==> config.mk <==
export PLATFORM = sky130hd
export DESIGN_NAME = lruts_ctrl
export DESIGN_NICKNAME = d
export VERILOG_FILES = /design/src/sv/lruts_pkg.sv /design/src/sv/lruts_ctrl.sv
export SDC_FILE = /design/constraint.sdc
export NUM_CORES = 1
export LEC_CHECK = 0
export CORE_AREA = 4 4 41 43
export DETAILED_ROUTE_END_ITERATION = 16
export DIE_AREA = 0 0 45 47
export DONT_BUFFER_PORTS = 1
export SYNTH_ARGS = -nofsm -noshare
export SYNTH_HDL_FRONTEND = slang
export SYNTH_SLANG_ARGS = --single-unit
export TNS_END_PERCENT = 50
==> constraint.sdc <==
create_clock -name clk -period 1.5 [get_ports clk]
set_input_delay 0.45 -clock clk [delete_from_list [all_inputs] [get_ports clk]]
set_output_delay 0.45 -clock clk [all_outputs]
set_load 0.02 [all_outputs]
==> src/sv/lruts_pkg.sv <==
// Shared types and constants for the timestamp LRU victim selector.
package lruts_pkg;

  localparam int DEF_SETS  = 64;
  localparam int DEF_WAYS  = 16;
  localparam int SET_IDX_W = 6;
  localparam int WAY_IDX_W = 4;
  localparam int STAMP_W   = 64;
  localparam int VICTIM_W  = 4;

  typedef enum logic {
    CMD_QUERY  = 1'b0,
    CMD_UPDATE = 1'b1
  } cmd_code_t;

  typedef struct packed {
    logic clear_we;
    logic query_go;
    logic update_go;
    logic scan_step;
  } ctrl_cmd_t;

  typedef struct packed {
    logic clear_last;
    logic scan_last;
  } dp_status_t;

endpackage

==> src/sv/lruts_ctrl.sv <==
// Controller state machine for the timestamp LRU victim selector.
module lruts_ctrl
  import lruts_pkg::*;
(
  input  logic       clk,
  input  logic       rst,
  input  logic       start,
  input  logic       cmd,
  input  dp_status_t status,
  output ctrl_cmd_t  ctl,
  output logic       busy,
  output logic       done
);

  typedef enum logic [3:0] {
    ST_CLEAR = 4'b0001,
    ST_IDLE  = 4'b0010,
    ST_SCAN  = 4'b0100,
    ST_DONE  = 4'b1000
  } state_t;

  state_t state;
  state_t state_next;
  logic   accept;

  assign busy   = (state == ST_CLEAR) || (state == ST_SCAN);
  assign done   = (state == ST_DONE);
  assign accept = start && !busy;

  always_comb begin
    ctl.clear_we  = (state == ST_CLEAR);
    ctl.query_go  = accept && (cmd_code_t'(cmd) == CMD_QUERY);
    ctl.update_go = accept && (cmd_code_t'(cmd) == CMD_UPDATE);
    ctl.scan_step = (state == ST_SCAN);
  end

  always_comb begin
    state_next = state;
    case (state)
      ST_CLEAR: begin
        if (status.clear_last) state_next = ST_IDLE;
      end
      ST_IDLE, ST_DONE: begin
        state_next = ctl.query_go ? ST_SCAN : ST_IDLE;
      end
      ST_SCAN: begin
        if (status.scan_last) state_next = ST_DONE;
      end
      default: state_next = ST_CLEAR;
    endcase
  end

  always_ff @(posedge clk) begin
    if (rst) begin
      state <= ST_CLEAR;
    end else begin
      state <= state_next;
    end
  end

endmodule

-- After elaboration in Yosys (flattened, before gate mapping)
Cells that the tools add are included.
- mux-type cells: 4
- reductions and logical operators: 7
- bitwise gates (word level): 1
- eq/ne operators: 6
- operators by type and width (operator ; count):
    $pmux W4 S3 ; 1
    $mux W4 ; 2
    $eq A4 B1 Y1 const B ; 1
    $eq A4 B2 Y1 const B ; 1
    $eq A4 B3 Y1 const B ; 1
    $eq A4 B4 Y1 const B ; 1
    $ne A2 B2 Y1 const B ; 2
    $logic_and A1 B1 Y1 ; 3
    $mux W3 ; 1
    $reduce_and A2 Y1 ; 1
    $reduce_or A2 Y1 ; 1
    $logic_not A1 Y1 ; 1
    $logic_or A1 B1 Y1 ; 1
    $not A1 Y1 ; 1
- logic and storage cells: 19
- register bits after elaboration: 4
- output and inout port bits: 6
- input port bits: 6

-- Longest topological paths before layout
Gate-level depths: netlist of the first run.
- word-level depth: 7
- mapped depth: 4
- mapped depth without buffers: 4

-- Worst setup path before layout of the first run
OpenSTA, ideal clock, no wires.
- path type: flip-flop to output port
- start: register state[1]
- end: output port ctl[3] (netlist name)
- arrival time: 1.267 ns
- setup slack: -0.217 ns
- cell stages (with the launch flop): 2
- buffers on the path: 0
- path through: dfxtp_1 -> nor4b_1
- RTL lines (element ; RTL line ; source):
    start, declared ; lruts_ctrl.sv:22 ; state_t state;
    start signal, assigned ; lruts_ctrl.sv:57 ; state <= state_next;
    end, declared ; lruts_ctrl.sv:10 ; output ctrl_cmd_t ctl,

==> flow_summary.ini, run 1 <==
[status]
result_of_the_run = finished, violations left
failed_checks = negative setup slack

[setup_path]
worst_ep_required_time_ns = 1.05
critical_path.max_fanout = 3
criticalPathCategory = reg -> out
worstPathArrival_ns = 1.26
slowest_delay_ns = 0.35
setup.worst_path.end_class = primary output
crit_path_cell_trace = xnor2_1, or3_4, inv_2, nor2_1, buf_4
crit_slowest_cell = sky130_fd_sc_hd__or3_4
worst_setup_path_start_kind = flip-flop

[yosys]
postSynthRegisterBits = 4
netlist_instances = 25
synthesis.area_sq_um = 226
synth.distinct_cells = 16
postSynthAreaPerCell_sq_um = 9.06
yosysWarnings = 0
synth_sequential_area_ratio_pct = 35.4
synth_fp_nets = 31

[final_layout]
multiInputGateArea_sq_um = 171
seq_area_sq_um = 87.6
finish.net_count = 47
final.fill_count = 148
num_antenna_cells = 0
areaGrowthSynthToFinish_pct = 79.0
largest_register_ff_count = 4
drive_above_1_share_pct = 64.1
most_flops_register = state
utilization_pct = 31.2
largestRegisters = state (4)

[route]
detail_route.wl_per_cell_um = 13.5
totalWireLength_um = 729
detail_route.vias_per_cell = 4.59
vias = 248
drt-pass1-iter-count = 4
route.detailed.drc = 0
first_iter_violations = 9
antenna_violating_nets_post_route = 0

[sta]
post-route-worst-setup-slack_ns = -0.213
timing_worst_slew_pin_value_ns = 0.222
worst_hold_slack_ns = 0.276
report.final.slew_viol_count = 0
timing.clock.skew_ns = 0.000358
finalWorstPathRequiredPeriod_ns = 1.71
grt_setup_unrepaired = yes
timing.final.hold_violations = 0
finalSetupViolCount = 6
fmax_mhz = 584
timing.final.crit_share_pct = 114
relSlewSlack_pct = 85.1

[grt]
first_global_vias = 263
globalRouteOverflowTotal = 0
grt_pass1_wl_um = 1110
grtUsageTotal_pct = 7.89
initial_antenna_violation_count = 0
grt_max_degree = 5

[power]
power.density_nw_per_um2 = 908
power.ir.vdd_worst_v = 0.000397
total_leakage_power_uw = 0.000178

[floorplan]
row_count = 13
ioPinCount = 12
die_w_um = 45
initial_utilization_pct = 17.4
dieHeight_um = 47
design.core.area_sq_um = 1300
dieArea_sq_um = 2120

[cts]
cts_root_buf = sky130_fd_sc_hd__clkbuf_4
clk_pin_slew_worst_paths_ns = 0.04
max-clock-path-buffers = 2
htreeDepth = 1
cts_buffers = 3
clock_insertion_delay_worst_skew_ns = 0.23
cts_tree = done
clock_sinks = 4

[worst_hold_path]
min_path_type = in -> reg

[placed_design]
place.gp.congestion = 0.725
io_buffer_count = 0

[run]
max-cap-violations = 0
-- area by class of cell --
cell class              instances  area share (%)
inverters                       2            1.85
flip-flops and latches          4            21.6
clock buffers                   3            5.56
repair buffers                 12            24.1
well taps                      15            4.63
multi-input cells              18            42.3
-- metal layers --
metal  track usage, %  vias to the layer above  routed length, um
li1                 -                      119                  -
met1             7.26                      114                264
met2             13.0                       13                408
met3             1.92                        2                 48
met4             9.94                        0                  7
met5                0                        -                  0
-- critical path, delay by kind of cell, from the launching register on --
| kind | cells | cell delay, ns |
|---|---|---|
| xor+xnor | 1 | 0.12 |
| simple gates | 2 | 0.39 |
| flops | 1 | 0.31 |
| buf+inv | 2 | 0.21 |
-- final timing paths --
path | from | endpoint | slack [ns] | cells after the start
worst min-delay path | rst | state[2]$_SDFFE_PP0P_ | 0.28 | 1
worst max-delay path | state[0]$_SDFFE_PP1P_ | ctl[2] | -0.21 | 5
worst min register to register | state[1]$_SDFFE_PP0P_ | state[0]$_SDFFE_PP1P_ | 0.73 | 3
worst max register to register | state[0]$_SDFFE_PP1P_ | state[0]$_SDFFE_PP1P_ | 0.18 | 4
-- power breakdown --
part	switching (uW)	internal (uW)	total, uW
combinational	56.1	59.9	116
clock	44.0	89.5	134
sequential	4.78	114	119
-- Yosys cell counts, drive strengths merged --
library cell  n  area share (%)
a21oi         1             2.2
a221o         1             4.4
a32oi         1             3.9
and3          1             3.3
and3b         1             3.9
buf           1             3.3
dfxtp         4              35
inv           2             3.3
nand2         1             1.7
nand2b        2             5.5
nand4b        1             3.9
nor2          3             5.0
nor4b         3              12
or3           1             5.0
xnor2         1             3.9
xor2          1             3.9
-- stage by stage --
stage	setup TNS, ns	total power (uW)	cell area, sq um	cells	setup WS (ns)
finish	-0.957	368	405	54	-0.213
global route	-1.32	392	405	54	-0.280
CTS	-1.08	362	380	53	-0.225
detailed placement	0	210	312	48	0.00761
global placement	0	210	312	48	0.0246
floorplan	-0.118	177	233	25	-0.0750
-- cell usage in the layout (no fill, tap or decap) --
cell type and instances:
sky130_fd_sc_hd__buf_4 10, sky130_fd_sc_hd__nor2_1 3, sky130_fd_sc_hd__clkbuf_4 3, sky130_fd_sc_hd__dfxtp_2 3, sky130_fd_sc_hd__nor4b_4 2, sky130_fd_sc_hd__nand2b_1 2
sky130_fd_sc_hd__buf_6 2, sky130_fd_sc_hd__nor4b_2 1, sky130_fd_sc_hd__xnor2_1 1, sky130_fd_sc_hd__or3_4 1, sky130_fd_sc_hd__inv_2 1, sky130_fd_sc_hd__and3_4 1
sky130_fd_sc_hd__and3b_1 1, sky130_fd_sc_hd__xor2_1 1, sky130_fd_sc_hd__nand4b_1 1, sky130_fd_sc_hd__a21oi_1 1, sky130_fd_sc_hd__a32oi_1 1, sky130_fd_sc_hd__inv_1 1
sky130_fd_sc_hd__nand2_1 1, sky130_fd_sc_hd__a221o_1 1, sky130_fd_sc_hd__dfxtp_4 1
-- logic make-up after synthesis --
family | synth area share (%)
AND/OR/NAND/NOR | 39.8
AO/OA/AOI/OAI | 10.5
XOR/XNOR | 7.74
flip-flops | 35.4
buffers and inverters | 6.63
-- timing repair --
action	in CTS	in global routing
resized for setup	8	6
pin swaps	2	2
hold buffers	0	0
setup endpoints to repair	6	6
buffers inserted	2	2
No activity file was read; power rests on OpenSTA's default activity.
==> run 2: changes to the inputs <==
Clock period 1.5 ns to 2 ns, I/O delays scaled along.
==> flow_summary.ini, run 2 (synthesized netlist as in run 1, its figures left out) <==
[cts]
max-clock-path-buffers = 2
cts_buffers = 3
clock_insertion_delay_worst_skew_ns = 0.23
cts_root_buf = sky130_fd_sc_hd__clkbuf_4
cts_tree = done
clk_pin_slew_worst_paths_ns = 0.03
cts_resized = 0
hold_buffers = 0
htreeDepth = 1
clock_sinks = 4
postCtsSetupRepairBufs = 0

[worst_hold_path]
hold_path_depth = 1
min_path_type = in -> reg

[floorplan]
initial_utilization_pct = 17.4
design.core.area_sq_um = 1300
row_count = 13
dieHeight_um = 47
dieArea_sq_um = 2120
ioPinCount = 12
die_w_um = 45

[sta]
grt_setup_unrepaired = no
timing.clock.skew_ns = 0.000259
report.final.slew_viol_count = 0
finalSetupViolCount = 0
final.setup.tns_ns = 0
worst_hold_slack_ns = 0.441
finalWorstPathRequiredPeriod_ns = 1.92
timing_worst_slew_pin_value_ns = 0.384
timing.final.crit_share_pct = 96.2
fmax_mhz = 520
relSlewSlack_pct = 74.3
timing.final.hold_violations = 0

[power]
comb_power_share_pct = 22.9
total_leakage_power_uw = 0.000122
power.density_nw_per_um2 = 834
power.share.clock_pct = 39.5
power.ir.vdd_worst_v = 0.000221
p_int_uw = 177
swShare_pct = 27.0
design_power_total_uw = 242
share_seq_of_total_power_pct = 37.6
net-switching-power_uw = 65.3

[route]
first_iter_violations = 4
vias = 198
route.detailed.drc = 0
antenna_violating_nets_post_route = 0
detail_route.vias_per_cell = 4.30
detail_route.wl_per_cell_um = 11.8
totalWireLength_um = 542
drt-pass1-iter-count = 3

[setup_path]
criticalPathCategory = reg -> out
worstPathArrival_ns = 1.32
crit_path_cell_trace = xnor2_1, or3_4, and3_2
reg2regPathDepth = 3
critical_path.max_fanout = 5
critical_path_depth = 3
worstPathBufferInverterCount = 0
setup.worst_path.end_class = primary output
worst_setup_path_start_kind = flip-flop
worst_ep_required_time_ns = 1.40
cpLargestDelayFamily = simple AND/OR/NAND/NOR gates
crit_slowest_cell = sky130_fd_sc_hd__dfxtp_1
slowest_delay_ns = 0.38

[final_layout]
layout.cells.most_common_list = sky130_fd_sc_hd__buf_4 (4), sky130_fd_sc_hd__dfxtp_1 (4), sky130_fd_sc_hd__nor4b_1 (3), sky130_fd_sc_hd__nor2_1 (3), sky130_fd_sc_hd__clkbuf_4 (3)
most_flops_register = state
final.fill_count = 153
utilization_pct = 22.3
largest_register_ff_count = 4
areaGrowthSynthToFinish_pct = 28.2
drive_above_1_share_pct = 29.0
seq_area_sq_um = 80.1
finish.net_count = 39
multiInputGateArea_sq_um = 131
num_antenna_cells = 0
largestRegisters = state (4)

[placed_design]
place.gp.congestion = 0.658
io_buffer_count = 0

[grt]
grt_max_degree = 6
initial_antenna_violation_count = 0
grtUsageTotal_pct = 6.63
grt_pass1_wl_um = 883
globalRouteOverflowTotal = 0
first_global_vias = 224

[run]
max-cap-violations = 0

[status]
result_of_the_run = finished clean
-- run 2: cell types whose count changed in the layout (fill, tap and decap cells not counted) --
cell | previous run | this run
sky130_fd_sc_hd__dfxtp_4 | 1 | 0
sky130_fd_sc_hd__nor4b_1 | 0 | 3
sky130_fd_sc_hd__dfxtp_2 | 3 | 0
sky130_fd_sc_hd__dfxtp_1 | 0 | 4
sky130_fd_sc_hd__buf_4 | 10 | 4
sky130_fd_sc_hd__inv_2 | 1 | 0
sky130_fd_sc_hd__inv_1 | 1 | 2
sky130_fd_sc_hd__nor4b_4 | 2 | 0
sky130_fd_sc_hd__and3_4 | 1 | 0
sky130_fd_sc_hd__nor4b_2 | 1 | 0
sky130_fd_sc_hd__buf_6 | 2 | 0
sky130_fd_sc_hd__and3_2 | 0 | 1
-- run 2: final timing paths --
| kind | from | endpoint | slack [ns] |
|---|---|---|---|
| hold / removal | rst | state[2]$_SDFFE_PP0P_ | 0.44 |
| setup reg to reg | state[0]$_SDFFE_PP1P_ | state[0]$_SDFFE_PP1P_ | 0.76 |
| setup / recovery | state[0]$_SDFFE_PP1P_ | ctl[1] | 0.08 |
| hold reg to reg | state[0]$_SDFFE_PP1P_ | state[2]$_SDFFE_PP0P_ | 0.70 |
-- run 2: layer usage --
| metal | up-vias | track usage, % | part of all wire, % |
|---|---|---|---|
| li1 | 102 | - | - |
| met1 | 90 | 4.54 | 36 |
| met4 | 0 | 7.02 | 0 |
| met3 | 0 | 6.13 | 12 |
| met2 | 6 | 10.2 | 52 |
| met5 | - | 0 | 0 |
-- run 2: metrics by stage --
stage | area, sq um | worst slack [ns] | cells
floorplan | 226 | 0.133 | 25
global placement | 268 | 0.335 | 43
detailed placement | 268 | 0.328 | 43
CTS | 290 | 0.0697 | 46
global route | 290 | 0.00311 | 46
finish | 290 | 0.0768 | 46
-- run 2: final cells by class --
cell class	instances	share of cell area (%)
multi-input cells	18	45.3
flip-flops and latches	4	27.6
repair buffers	4	10.3
clock buffers	3	7.76
well taps	15	6.47
inverters	2	2.59
-- run 2: power groups by stage --
stage / Sequential, uW / Clock [uW] / Combinational, uW
floorplan: 90.8 / 0 / 40.0
global placement: 91.6 / 0 / 55.5
detailed placement: 92.3 / 0 / 55.2
CTS: 91.1 / 100 / 55.7
global route: 92.3 / 109 / 58.5
finish: 91.0 / 95.6 / 55.5
==> run 3: changes to the inputs <==
Settings changed: ABC_AREA from default to 1.
==> flow_summary.ini, run 3 <==
[setup_path]
crit_slowest_cell = sky130_fd_sc_hd__dfxtp_1
critical-path-top-cell-by-count = sky130_fd_sc_hd__nand2_2
worstPathBufferInverterCount = 1
cpLargestDelayFamily = simple AND/OR/NAND/NOR gates
worst_ep_required_time_ns = 1.40
slowest_delay_ns = 0.35
reg2regPathDepth = 6
critical_path_depth = 5
criticalPathCategory = reg -> out
critical_path.max_fanout = 4
crit_path_cell_trace = nor2_1, nand2_2, nand2_2, nor3_1, buf_4
worst_setup_path_start_kind = flip-flop
worstPathArrival_ns = 1.23
setup.worst_path.end_class = primary output

[sta]
report.final.slew_viol_count = 0
finalSetupViolCount = 0
finalWorstPathRequiredPeriod_ns = 1.83
timing.clock.skew_ns = 0.00282
timing.final.crit_share_pct = 91.7
grt_setup_unrepaired = no
timing.final.hold_violations = 0
final.setup.tns_ns = 0
timing_worst_slew_pin_value_ns = 0.208
fmax_mhz = 545
relSlewSlack_pct = 86.1

[yosys]
synth.distinct_cells = 14
postSynthAreaPerCell_sq_um = 6.48
synthesis.area_sq_um = 253
synthArstFlopShare_pct = 0
netlist_instances = 39
yosysWarnings = 0
synth_edf_count = 0
yosys.area.top_type = sky130_fd_sc_hd__dfxtp_1
postSynthRegisterBits = 4
synth_sequential_area_ratio_pct = 31.7
synth.cells.most_frequent = sky130_fd_sc_hd__inv_1 (8), sky130_fd_sc_hd__nor2_1 (7), sky130_fd_sc_hd__dfxtp_1 (4), sky130_fd_sc_hd__nand2_2 (4)
main_synth_ff_type = sky130_fd_sc_hd__dfxtp_1
post-synth-top-area-fraction_pct = 31.7
synth_fp_nets = 45
synth.most_common_cell = sky130_fd_sc_hd__inv_1
netlist_top_cells_area = sky130_fd_sc_hd__dfxtp_1 (32%), sky130_fd_sc_hd__inv_1 (12%), sky130_fd_sc_hd__nor2_1 (10%)

[placed_design]
placed_standard_cell_area_sq_um = 272
io_buffer_count = 0
place.gp.congestion = 0.800
hpwl_um = 478

[cts]
postCtsSetupRepairBufs = 0
clk_pin_slew_worst_paths_ns = 0.04
max-clock-path-buffers = 2
htreeDepth = 1
cts_buffers = 3
hold_buffers = 0
clock_insertion_delay_worst_skew_ns = 0.24
cts_root_buf = sky130_fd_sc_hd__clkbuf_4
cts_tree = done
clock_sinks = 4
cts_resized = 0

[route]
route.detailed.drc = 0
detail_route.wl_per_cell_um = 9.98
vias = 234
antenna_violating_nets_post_route = 0
detail_route.vias_per_cell = 4.11
first_iter_violations = 1
drt-pass1-iter-count = 2
totalWireLength_um = 569

[floorplan]
initial_utilization_pct = 19.4
dieHeight_um = 47
dieArea_sq_um = 2120
die_w_um = 45
ioPinCount = 12
row_count = 13
design.core.area_sq_um = 1300

[worst_hold_path]
hold_path_depth = 1
min_path_type = in -> reg

[final_layout]
layout.cells.most_common_list = sky130_fd_sc_hd__inv_1 (8), sky130_fd_sc_hd__nor2_1 (7), sky130_fd_sc_hd__nand2_2 (4), sky130_fd_sc_hd__dfxtp_1 (4)
layout.cell_area.non_filler_sq_um = 294
finish.net_count = 50
largestRegisters = state (4)
drive_above_1_share_pct = 28.6
largest_register_ff_count = 4
most_flops_register = state
num_antenna_cells = 0
areaGrowthSynthToFinish_pct = 16.3
final.fill_count = 158
mostFrequentLayoutCell = sky130_fd_sc_hd__inv_1

[grt]
grt_max_degree = 5
first_global_vias = 255
grtUsageTotal_pct = 6.32
initial_antenna_violation_count = 0
globalRouteOverflowTotal = 0
grt_pass1_wl_um = 917

[run]
max-cap-violations = 0

[power]
power.density_nw_per_um2 = 819
total_leakage_power_uw = 0.000153
power.ir.vdd_worst_v = 0.000231

[status]
result_of_the_run = finished clean
run 3: cell type report:
class                           instances  area [sq um]  share of cell area (%)
Inverter                                9          33.8                    11.5
Clock buffer                            3          22.5                    7.66
Multi-Input combinational cell         25           131                    44.7
Tap cell                               15          18.8                    6.38
Sequential cell                         4          80.1                    27.2
Timing Repair Buffer                    1          7.51                    2.55
run 3: path summary, 6_finish.rpt:
kind                                end                  start  slack, ns
hold / removal    state[2]$_SDFFE_PP0P_                    rst       0.43
hold reg to reg   state[2]$_SDFFE_PP0P_  state[1]$_SDFFE_PP0P_       0.65
setup reg to reg  state[0]$_SDFFE_PP1P_  state[3]$_SDFFE_PP0P_       0.91
setup / recovery                 ctl[1]  state[3]$_SDFFE_PP0P_       0.17
run 3: cells by family (layout without fill, tap and decap cells):
family                 count (synthesis)  after routing  share of synthesized area, %
and+or+nand+nor                       23             23                          48.0
buffers and inverters                 10             13                          16.3
DFF                                    4              4                          31.7
AOI/OAI and AO/OA                      2              2                          3.96
run 3: where the power goes:
group,leakage (uW),switching [uW],internal (uW),total [uW]
sequential,0.0000327,2.45,84.7,87.2
combinational,0.000107,37.5,14.1,51.6
clock,0.0000138,34.6,67.2,102
run 3: worst reg2reg max path, cell delays in order (launching register included):
cell and delay (ns):
sky130_fd_sc_hd__dfxtp_1 0.32, sky130_fd_sc_hd__nor2_1 0.16, sky130_fd_sc_hd__nand2_2 0.11, sky130_fd_sc_hd__nand2_2 0.17, sky130_fd_sc_hd__nor2_1 0.07, sky130_fd_sc_hd__nor2_1 0.08
sky130_fd_sc_hd__nand2_1 0.06
run 3: through the flow:
stage	setup WS [ns]	total power (uW)	cells	hold slack, ns	util (%)
floorplan	0.254	132	39	0.602	-
finish	0.166	241	57	0.425	22.6
detailed placement	0.402	141	54	0.651	20.9
global placement	0.380	141	54	0.643	20.9
global route	0.0464	253	57	0.428	22.6
CTS	0.145	245	57	0.423	22.6
run 3: layer usage:
metal	GRT usage, %	vias to the layer above	share of wire [%]
li1	-	123	-
met2	9.89	10	47
met1	5.92	99	39
met4	5.26	0	1.9
met5	0	-	0
met3	3.83	2	12
